==> config.mk <==
export PLATFORM = sky130hd
export DESIGN_NAME = ptmv_ctrl
export DESIGN_NICKNAME = d
export VERILOG_FILES = /design/src/design/ptmv_pkg.sv /design/src/design/ptmv_ctrl.sv
export SDC_FILE = /design/constraint.sdc
export NUM_CORES = 1
export LEC_CHECK = 0
export BUFFER_PORTS_ARGS = -buffer_cell sky130_fd_sc_hd__clkbuf_2
export CAP_MARGIN = 20
export CORE_MARGIN = 4
export CORE_UTILIZATION = 55
export DETAILED_ROUTE_END_ITERATION = 8
export PLACE_DENSITY = 0.81
export SYNTH_ARGS = -nofsm -noshare
export SYNTH_HDL_FRONTEND = slang
export SYNTH_SLANG_ARGS = --single-unit
export TNS_END_PERCENT = 20
==> constraint.sdc <==
create_clock -name aclk -period 2.58 [get_ports aclk]
set_clock_uncertainty 0.2 [all_clocks]
set_input_delay 0.387 -clock aclk [delete_from_list [all_inputs] [get_ports aclk]]
set_output_delay 0.387 -clock aclk [all_outputs]
set_load 0.01 [all_outputs]
==> src/design/ptmv_pkg.sv <==
// Shared types and constants of the pixel statistics block.
package ptmv_pkg;

    localparam int SUM_W    = 32;
    localparam int SQ_W     = 48;
    localparam int N_W      = 17;
    localparam int N2_W     = 33;
    localparam int NUM_W    = 65;
    localparam int DVD_W    = 73;
    localparam int MEAN_W   = 24;
    localparam int VAR_W    = 38;
    localparam int IDX_W    = 16;
    localparam int CFG_W    = 17;
    localparam int HALF_W   = 24;
    localparam int CNT_W    = 7;
    localparam int DIV_LAST = DVD_W - 1;

    typedef struct packed {
        logic accept;
        logic update;
        logic mul_lo;
        logic mul_hi;
        logic sub_load;
        logic div_step;
        logic var_load;
        logic out_load;
    } ptmv_cmd_t;

    typedef struct packed {
        logic fin;
    } ptmv_stat_t;

endpackage

==> src/design/ptmv_ctrl.sv <==
// Sequencer of the pixel statistics block.
module ptmv_ctrl (
    input  logic                aclk,
    input  logic                aresetn,
    input  logic                s_tvalid,
    output logic                s_tready,
    output logic                m_tvalid,
    input  logic                m_tready,
    input  ptmv_pkg::ptmv_stat_t stat,
    output ptmv_pkg::ptmv_cmd_t  cmd
);
    import ptmv_pkg::*;

    typedef enum logic [8:0] {
        ST_IDLE  = 9'b000000001,
        ST_UPD   = 9'b000000010,
        ST_MUL1  = 9'b000000100,
        ST_MUL2  = 9'b000001000,
        ST_SUB   = 9'b000010000,
        ST_DIVM  = 9'b000100000,
        ST_VLOAD = 9'b001000000,
        ST_DIVV  = 9'b010000000,
        ST_DONE  = 9'b100000000
    } state_t;

    state_t             state_reg, state_next;
    logic [CNT_W-1:0]   cnt_reg, cnt_next;
    logic               valid_reg, valid_next;

    assign s_tready = (state_reg == ST_IDLE);
    assign m_tvalid = valid_reg;

    always_comb begin
        state_next = state_reg;
        cnt_next   = cnt_reg;
        cmd        = '0;
        unique case (state_reg)
            ST_IDLE: begin
                if (s_tvalid) begin
                    cmd.accept = 1'b1;
                    state_next = ST_UPD;
                end
            end
            ST_UPD: begin
                cmd.update = 1'b1;
                state_next = stat.fin ? ST_MUL1 : ST_IDLE;
            end
            ST_MUL1: begin
                cmd.mul_lo = 1'b1;
                state_next = ST_MUL2;
            end
            ST_MUL2: begin
                cmd.mul_hi = 1'b1;
                state_next = ST_SUB;
            end
            ST_SUB: begin
                cmd.sub_load = 1'b1;
                cnt_next     = '0;
                state_next   = ST_DIVM;
            end
            ST_DIVM: begin
                cmd.div_step = 1'b1;
                cnt_next     = cnt_reg + 1'b1;
                if (cnt_reg == CNT_W'(DIV_LAST)) begin
                    state_next = ST_VLOAD;
                end
            end
            ST_VLOAD: begin
                cmd.var_load = 1'b1;
                cnt_next     = '0;
                state_next   = ST_DIVV;
            end
            ST_DIVV: begin
                cmd.div_step = 1'b1;
                cnt_next     = cnt_reg + 1'b1;
                if (cnt_reg == CNT_W'(DIV_LAST)) begin
                    state_next = ST_DONE;
                end
            end
            ST_DONE: begin
                if (!valid_reg || m_tready) begin
                    cmd.out_load = 1'b1;
                    state_next   = ST_IDLE;
                end
            end
            default: state_next = ST_IDLE;
        endcase
    end

    always_comb begin
        valid_next = valid_reg;
        if (cmd.out_load) begin
            valid_next = 1'b1;
        end else if (m_tready) begin
            valid_next = 1'b0;
        end
    end

    always_ff @(posedge aclk) begin
        if (!aresetn) begin
            state_reg <= ST_IDLE;
            cnt_reg   <= '0;
            valid_reg <= 1'b0;
        end else begin
            state_reg <= state_next;
            cnt_reg   <= cnt_next;
            valid_reg <= valid_next;
        end
    end

endmodule

==> reports/summary.json, run 1 <==
{
  "synth": {
    "count_of_flip_flops_with_a_built_in_enable_after_synthesis": 0,
    "synth_top_flop_cell": "sky130_fd_sc_hd__dfxtp_1",
    "async_reset_ff_share_pct": 0,
    "post_synth_inst_count": 120,
    "ys_ff_latch": 17,
    "yosys_warnings": 0,
    "synthesis.area_per_instance_um2": 8.52,
    "synth-seq-area-share_pct": 33.3,
    "synth_nets": 127,
    "synth.cell_area_um2": 1020,
    "post_synth_num_cell_types": 49
  },
  "cells_and_area": {
    "post-route-util_pct": 65.3,
    "fillers": 166,
    "insertedDiodeCount": 0,
    "post_route_cells_drive_above_1_share_pct": 24.2,
    "area_growth_from_synthesis_to_layout_pct": 11.5,
    "nets": 140,
    "largest_reg_flops": 9
  },
  "power_and_ir_drop": {
    "p_per_area_nw_per_um2": 416,
    "total_leakage_power_nw": 0.463,
    "power_frac_seq_pct": 56.9,
    "power.switching_fraction_pct": 25.7,
    "power.combinational.fraction_pct": 12.5,
    "power.share.clock_pct": 30.6,
    "internal-power_mw": 0.352,
    "switchingPower_mw": 0.122,
    "report.power.total_mw": 0.474,
    "vdd_drop_max_mv": 0.232
  },
  "sta": {
    "timing.final.setup_violations": 0,
    "timing.setup.tns_ps": 0,
    "max_slew_margin_pct": 61.1,
    "timing.fmax_mhz": 403,
    "timing_worst_slew_pin_value_ps": 576,
    "hold_ws_ps": 136,
    "final_max_slew_viol_count": 0,
    "setup_slack_after_layout_ps": 98.4,
    "grt_setup_unrepaired": "false",
    "hold_viol_final": 0,
    "fin_crit_sh_pct": 96.2,
    "layout_min_cycle_time_ps": 2480
  },
  "detailed_routing": {
    "drt-wirelength-per-cell_um": 13.1,
    "initialDrtViolationCount": 9,
    "vias": 918,
    "routed_wirelength_um": 2060,
    "drt_pre_antenna_iters": 4,
    "postRouteAntennaNets": 0,
    "average_vias_per_placed_instance": 5.85,
    "route.detailed.drc": 0
  },
  "floorplan": {
    "start_util_pct": 58.6,
    "core.rowCount": 15,
    "die_width_um": 51.1,
    "die_y_um": 51.1,
    "floorplan.core_area_um2": 1750,
    "fp.dieArea_um2": 2610,
    "boundaryPins": 15
  },
  "global_route": {
    "grt_first_pass_wirelength_um": 3750,
    "initial_antenna_violation_count": 0,
    "number_of_global_route_vias_before_repair": 862,
    "grt_util_all_layers_pct": 19.0,
    "gr-total-overflow": 0,
    "grt_max_degree": 15
  },
  "hold_path": {
    "worstHoldPathType": "in -> reg"
  },
  "placement": {
    "detailedPlace.worstSlack_ps": 297,
    "port_buf_inserts": 14,
    "place.detailed.hpwl_um": 1550,
    "place.gp.congestion": 0.840
  },
  "run": {
    "drv_cap": 0
  },
  "clock_tree": {
    "tritoncts_num_sinks": 17,
    "postCtsResizedCells": 1,
    "ctsRootBufferMaster": "sky130_fd_sc_hd__clkbuf_4",
    "cts.reportedPaths.clkPinSlew_ps": 100,
    "clk_latency_ps": 290,
    "tritoncts.num_buffers": 3,
    "clk_path_buf_depth": 2,
    "cts.htree.levels": 1,
    "postCtsSetupBuffers": 0,
    "cts_hold_buf": 0,
    "tritoncts": "yes"
  },
  "worst_setup_path": {
    "timing.critical_path.arrival_ps": 1890,
    "worstSetupEndpointType": "output pin",
    "worst-endpoint-required_ps": 1990,
    "cp_max_fo": 9,
    "cp_slowest_stage_delay_ps": 510,
    "timing.critical_path.buf_inv": 2,
    "critical_path.slowest_cell": "sky130_fd_sc_hd__or4_4",
    "path_delay_family": "simple AND/OR/NAND/NOR gates",
    "worst_setup_path_start_kind": "flop",
    "worstPathCellList": "or4_4 > or3_4 > clkinv_4 > clkbuf_2",
    "critPathKind": "reg -> out"
  },
  "run_status": {
    "run_status": "finished clean"
  }
}
==> synthesized netlist by cell type (all sizes together) (2+ instances only) <==
cell type  number  area share, %
nor2           10            4.4
or3             2            1.2
a21boi          2            1.5
nand4bb         2            2.2
nor4b           4            3.4
xnor2           2            1.7
clkbuf          4            1.5
or4             2            1.8
nor2b           5            3.1
and2            2            1.2
nor3            2           0.98
buf             4            3.3
a21oi           6            2.9
nor4            5            3.7
nand3           4            2.0
dfxtp          17             33
o21ai           5            2.8
or2             2            1.2
nand2b          2            1.2
and3            3            1.8
a22oi           2            1.5
nand3b          2            1.5
nand2           4            1.5
nand4           2            1.8
nor3b           3            2.2
inv             7            2.6
ha              2            2.4
xor2            3            2.6
o211ai          2            2.0
==> final timing paths <==
| check | end | slack [ps] | cells past startpoint | from |
|---|---|---|---|---|
| setup reg to reg | state_reg[3] | 460 | 5 | state_reg[2] |
| hold / removal | state_reg[2] | 140 | 2 | stat |
| hold reg to reg | cnt_reg[3] | 320 | 1 | cnt_reg[3] |
| setup / recovery | cmd[2] | 100 | 4 | state_reg[2] |
==> routing by layer <==
layer / global-route usage [%] / share of wire (%) / wire length [um]
met5: 0 / 0 / 0
met3: 4.96 / 6.1 / 126
met2: 27.9 / 47 / 966
met1: 25.4 / 46 / 940
met4: 9.87 / 1.5 / 30
==> area by class of cell <==
class	count	area (um^2)	area share, %
clock buffer	3	22.5	1.98
clock inverter	1	5.00	0.439
inverter	8	35.0	3.07
multi-input combinational	87	619	54.3
sequential	17	342	30.0
tap	25	31.3	2.74
timing repair buffer	16	85.1	7.46
==> worst reg2reg max path: stages, from the launching register on <==
cell                       delay, ps
sky130_fd_sc_hd__dfxtp_1         400
sky130_fd_sc_hd__or4_4           510
sky130_fd_sc_hd__or3_4           470
sky130_fd_sc_hd__o21ai_2         190
sky130_fd_sc_hd__nand3b_1        160
sky130_fd_sc_hd__nor4b_1          70
==> power by group through the flow <==
stage	registers (mW)	logic (mW)	clock network [mW]
2_1_floorplan	0.275	0.0415	0
3_3_place_gp	0.275	0.0585	0
3_5_place_dp	0.275	0.0589	0
4_1_cts	0.269	0.0596	0.146
5_1_grt	0.270	0.0667	0.161
6_report	0.270	0.0594	0.145
==> per-stage QoR <==
step,cell area [um^2],cells
after floorplan,1020,120
after global routing,1140,157
after CTS,1120,157
final,1140,157
after global placement,1090,153
after detailed placement,1090,153
==> logic make-up after synthesis <==
family | count (synthesis) | synth area share [%]
and+or+nand+nor | 57 | 36.1
AOI/OAI and AO/OA | 22 | 14.7
DFF | 17 | 33.3
buffers and inverters | 16 | 8.20
xor gates and xnor gates | 5 | 4.28
adders and majority gates | 2 | 2.45
muxes | 1 | 0.979
==> cell usage in the layout (no fill, tap or decap), types with 3 or more instances in the layout <==
| cell type | instances |
|---|---|
| sky130_fd_sc_hd__a21oi_1 | 6 |
| sky130_fd_sc_hd__and3_1 | 3 |
| sky130_fd_sc_hd__clkbuf_2 | 14 |
| sky130_fd_sc_hd__clkbuf_4 | 3 |
| sky130_fd_sc_hd__dfxtp_1 | 16 |
| sky130_fd_sc_hd__inv_1 | 6 |
| sky130_fd_sc_hd__nand2_1 | 4 |
| sky130_fd_sc_hd__nand3_1 | 4 |
| sky130_fd_sc_hd__nor2_1 | 9 |
| sky130_fd_sc_hd__nor2b_1 | 4 |
| sky130_fd_sc_hd__nor3b_1 | 3 |
| sky130_fd_sc_hd__nor4_1 | 4 |
| sky130_fd_sc_hd__nor4b_1 | 4 |
| sky130_fd_sc_hd__o21ai_0 | 3 |
| sky130_fd_sc_hd__xor2_1 | 3 |
No activity file was read; power rests on OpenSTA's default activity.
==> run 2, diff against run 1 <==
--- a/config.mk
+++ b/config.mk
@@ -8,10 +8,10 @@
 export BUFFER_PORTS_ARGS = -buffer_cell sky130_fd_sc_hd__clkbuf_2
 export CAP_MARGIN = 20
 export CORE_MARGIN = 4
-export CORE_UTILIZATION = 55
+export CORE_UTILIZATION = 59
 export DETAILED_ROUTE_END_ITERATION = 8
-export PLACE_DENSITY = 0.81
+export PLACE_DENSITY = 0.86
 export SYNTH_ARGS = -nofsm -noshare
 export SYNTH_HDL_FRONTEND = slang
 export SYNTH_SLANG_ARGS = --single-unit
-export TNS_END_PERCENT = 20
+export TNS_END_PERCENT = 30
==> constraint.sdc (replaced) <==
create_clock -name aclk -period 3.05 [get_ports aclk]
set_clock_uncertainty 0.2 [all_clocks]
set_input_delay 0.4575 -clock aclk [delete_from_list [all_inputs] [get_ports aclk]]
set_output_delay 0.4575 -clock aclk [all_outputs]
set_load 0.01 [all_outputs]
==> run 2 against run 1 <==
Clock power fell by 19%. Worst hold slack improved by 70 ps. Power fell by 17%. Largest cell class unchanged.
==> reports/summary.json, run 2 (synthesis results as in run 1) <==
{
  "run_status": {
    "run_status": {"value": "finished clean", "change": "unchanged"}
  },
  "worst_setup_path": {
    "critPathKind": {"value": "reg -> out", "change": "unchanged"},
    "path_delay_family": {"value": "simple AND/OR/NAND/NOR gates", "change": "unchanged"},
    "worstSetupEndpointType": {"value": "output pin", "change": "unchanged"},
    "worst_setup_path_start_kind": {"value": "flop", "change": "unchanged"},
    "worstPathCellList": {"value": "nor4_1 > nand2b_1 > nor4_1 > clkbuf_2", "change": "was or4_4 > or3_4 > clkinv_4 > clkbuf_2"},
    "critical_path.slowest_cell": {"value": "sky130_fd_sc_hd__nor4_1", "change": "was sky130_fd_sc_hd__or4_4"},
    "cp_slowest_stage_delay": {"value": 560, "unit": "ps", "change": "was 510 ps"},
    "worst_path_most_repeated_cell": "sky130_fd_sc_hd__nor4_1",
    "timing.critical_path.arrival": {"value": 2050, "unit": "ps", "change": "was 1890 ps"},
    "cp_max_fo": {"value": 9, "change": "unchanged"},
    "timing.reg2reg.setup_slack": {"value": 770, "unit": "ps", "change": "was 460 ps"},
    "timing.critical_path.buf_inv": {"value": 1, "change": "was 2"},
    "worst-endpoint-required": {"value": 2390, "unit": "ps", "change": "was 1990 ps"}
  },
  "cells_and_area": {
    "footprint_of_the_multi_input_gates": {"value": 598, "unit": "um^2", "change": "was 619 um^2"},
    "mostFrequentLayoutCells": {"value": "sky130_fd_sc_hd__dfxtp_1, sky130_fd_sc_hd__clkbuf_2, sky130_fd_sc_hd__nor2_1, sky130_fd_sc_hd__inv_1, sky130_fd_sc_hd__a21oi_1", "change": "unchanged"},
    "post-route-util": {"value": 69.1, "unit": "%", "change": "was 65.3%"},
    "final_cells": {"value": 146, "change": "was 157"},
    "insertedDiodeCount": {"value": 0, "change": "unchanged"},
    "nets": {"value": 138, "change": "was 140"},
    "fillers": {"value": 133, "change": "was 166"},
    "finalInstanceArea": {"value": 1090, "unit": "um^2", "change": "was 1140 um^2"},
    "largest_reg_flops": {"value": 9, "change": "unchanged"},
    "area_growth_from_synthesis_to_layout": {"value": 6.61, "unit": "%", "change": "was 11.5%"},
    "post_route_cells_drive_above_1_share": {"value": 20.0, "unit": "%", "change": "was 24.2%"},
    "sequential_cell_area": {"value": 340, "unit": "um^2", "change": "was 342 um^2"},
    "layout.cells.most_common": {"value": "sky130_fd_sc_hd__dfxtp_1", "change": "unchanged"}
  },
  "floorplan": {
    "die_width": {"value": 49.6, "unit": "um", "change": "was 51.1 um"},
    "core.rowCount": {"value": 14, "change": "was 15"},
    "boundaryPins": {"value": 15, "change": "unchanged"},
    "floorplan.core_area": {"value": 1580, "unit": "um^2", "change": "was 1750 um^2"},
    "die_y": {"value": 49.6, "unit": "um", "change": "was 51.1 um"},
    "start_util": {"value": 64.8, "unit": "%", "change": "was 58.6%"},
    "fp.dieArea": {"value": 2460, "unit": "um^2", "change": "was 2610 um^2"}
  },
  "clock_tree": {
    "clk_path_buf_depth": {"value": 2, "change": "unchanged"},
    "cts.reportedPaths.clkPinSlew": {"value": 90, "unit": "ps", "change": "was 100 ps"},
    "tritoncts": {"value": "yes", "change": "unchanged"},
    "cts.htree.levels": {"value": 1, "change": "unchanged"},
    "tritoncts_num_sinks": {"value": 17, "change": "unchanged"},
    "tritoncts.num_buffers": {"value": 3, "change": "unchanged"},
    "cts_hold_buf": {"value": 0, "change": "unchanged"},
    "clk_latency": {"value": 290, "unit": "ps", "change": "about the same"},
    "postCtsResizedCells": {"value": 0, "change": "was 1"},
    "postCtsSetupBuffers": {"value": 0, "change": "unchanged"},
    "ctsRootBufferMaster": {"value": "sky130_fd_sc_hd__clkbuf_4", "change": "unchanged"}
  },
  "sta": {
    "grt_setup_unrepaired": {"value": "false", "change": "unchanged"},
    "layout_min_cycle_time_ps": 2710,
    "timing.final.setup_violations": {"value": 0, "change": "unchanged"},
    "timing.setup.tns": {"value": 0, "unit": "ps", "change": "unchanged"},
    "timing_worst_slew_pin_value": {"value": 624, "unit": "ps", "change": "was 576 ps"},
    "fin_crit_sh_pct": 88.9,
    "max_slew_margin": {"value": 58.0, "unit": "%", "change": "was 61.1%"},
    "setup_slack_after_layout": {"value": 338, "unit": "ps", "change": "was 98.4 ps"},
    "hold_viol_final": {"value": 0, "change": "unchanged"},
    "final_max_slew_viol_count": {"value": 0, "change": "unchanged"},
    "timing.fmax_mhz": 369,
    "hold_ws": {"value": 205, "unit": "ps", "change": "was 136 ps"}
  },
  "detailed_routing": {
    "postRouteAntennaNets": {"value": 0, "change": "unchanged"},
    "route.detailed.drc": {"value": 0, "change": "unchanged"},
    "drt_pre_antenna_iters": {"value": 4, "change": "unchanged"},
    "drt-wirelength-per-cell": {"value": 13.7, "unit": "um", "change": "was 13.1 um"},
    "vias": {"value": 895, "change": "was 918"},
    "routed_wirelength": {"value": 1990, "unit": "um", "change": "was 2060 um"},
    "average_vias_per_placed_instance": {"value": 6.13, "change": "was 5.85"},
    "initialDrtViolationCount": {"value": 19, "change": "was 9"}
  },
  "placement": {
    "port_buf_inserts": {"value": 14, "change": "unchanged"},
    "detailedPlace.worstSlack": {"value": 706, "unit": "ps", "change": "was 297 ps"},
    "place.gp.congestion": {"value": 0.808, "change": "was 0.840"},
    "post-place-cells": {"value": 142, "change": "was 153"},
    "place.detailed.hpwl": {"value": 1560, "unit": "um", "change": "was 1550 um"},
    "post_dp_cell_area": {"value": 1060, "unit": "um^2", "change": "was 1090 um^2"}
  },
  "global_route": {
    "gr-total-overflow": {"value": 0, "change": "unchanged"},
    "number_of_global_route_vias_before_repair": {"value": 756, "change": "was 862"},
    "grt_util_all_layers": {"value": 18.0, "unit": "%", "change": "was 19.0%"},
    "grt_first_pass_wirelength": {"value": 3540, "unit": "um", "change": "was 3750 um"},
    "grt_max_degree": {"value": 15, "change": "unchanged"},
    "initial_antenna_violation_count": {"value": 0, "change": "unchanged"}
  },
  "run": {
    "drv_cap": {"value": 0, "change": "unchanged"}
  },
  "power_and_ir_drop": {
    "report.power.total": {"value": 0.394, "unit": "mW", "change": "was 0.474 mW"},
    "p_per_area": {"value": 362, "unit": "nW/um^2", "change": "was 416 nW/um^2"},
    "total_leakage_power": {"value": 0.432, "unit": "nW", "change": "was 0.463 nW"},
    "vdd_drop_max": {"value": 0.313, "unit": "mV", "change": "was 0.232 mV"}
  },
  "hold_path": {
    "worstHoldPathType": {"value": "in -> reg", "change": "unchanged"}
  }
}
-- run 2: cell type report --
class	count	area share [%]
Multi-Input combinational cell	87	54.9
Inverter	8	3.21
Sequential cell	17	31.2
Tap cell	16	1.84
Clock buffer	4	2.41
Timing Repair Buffer	14	6.43
-- run 2: path summary, 6_finish.rpt --
kind | startpoint | to | depth (start not counted)
min reg2reg | cnt_reg[6] | cnt_reg[6] | 3
min | stat | state_reg[2] | 2
max reg2reg | state_reg[2] | state_reg[4] | 5
max | state_reg[2] | cmd[1] | 4
-- run 2: power breakdown --
part	internal, mW	switching, mW
clock network	0.0509	0.0666
logic	0.0226	0.0257
registers	0.225	0.00370
total	0.298	0.0959
-- run 2: metal layers --
metal,global-route usage [%],wire [um],up-vias
li1,-,-,451
met1,23.8,946,415
met2,28.4,917,25
met3,5.72,108,4
met4,4.15,21,0
met5,0,0,-
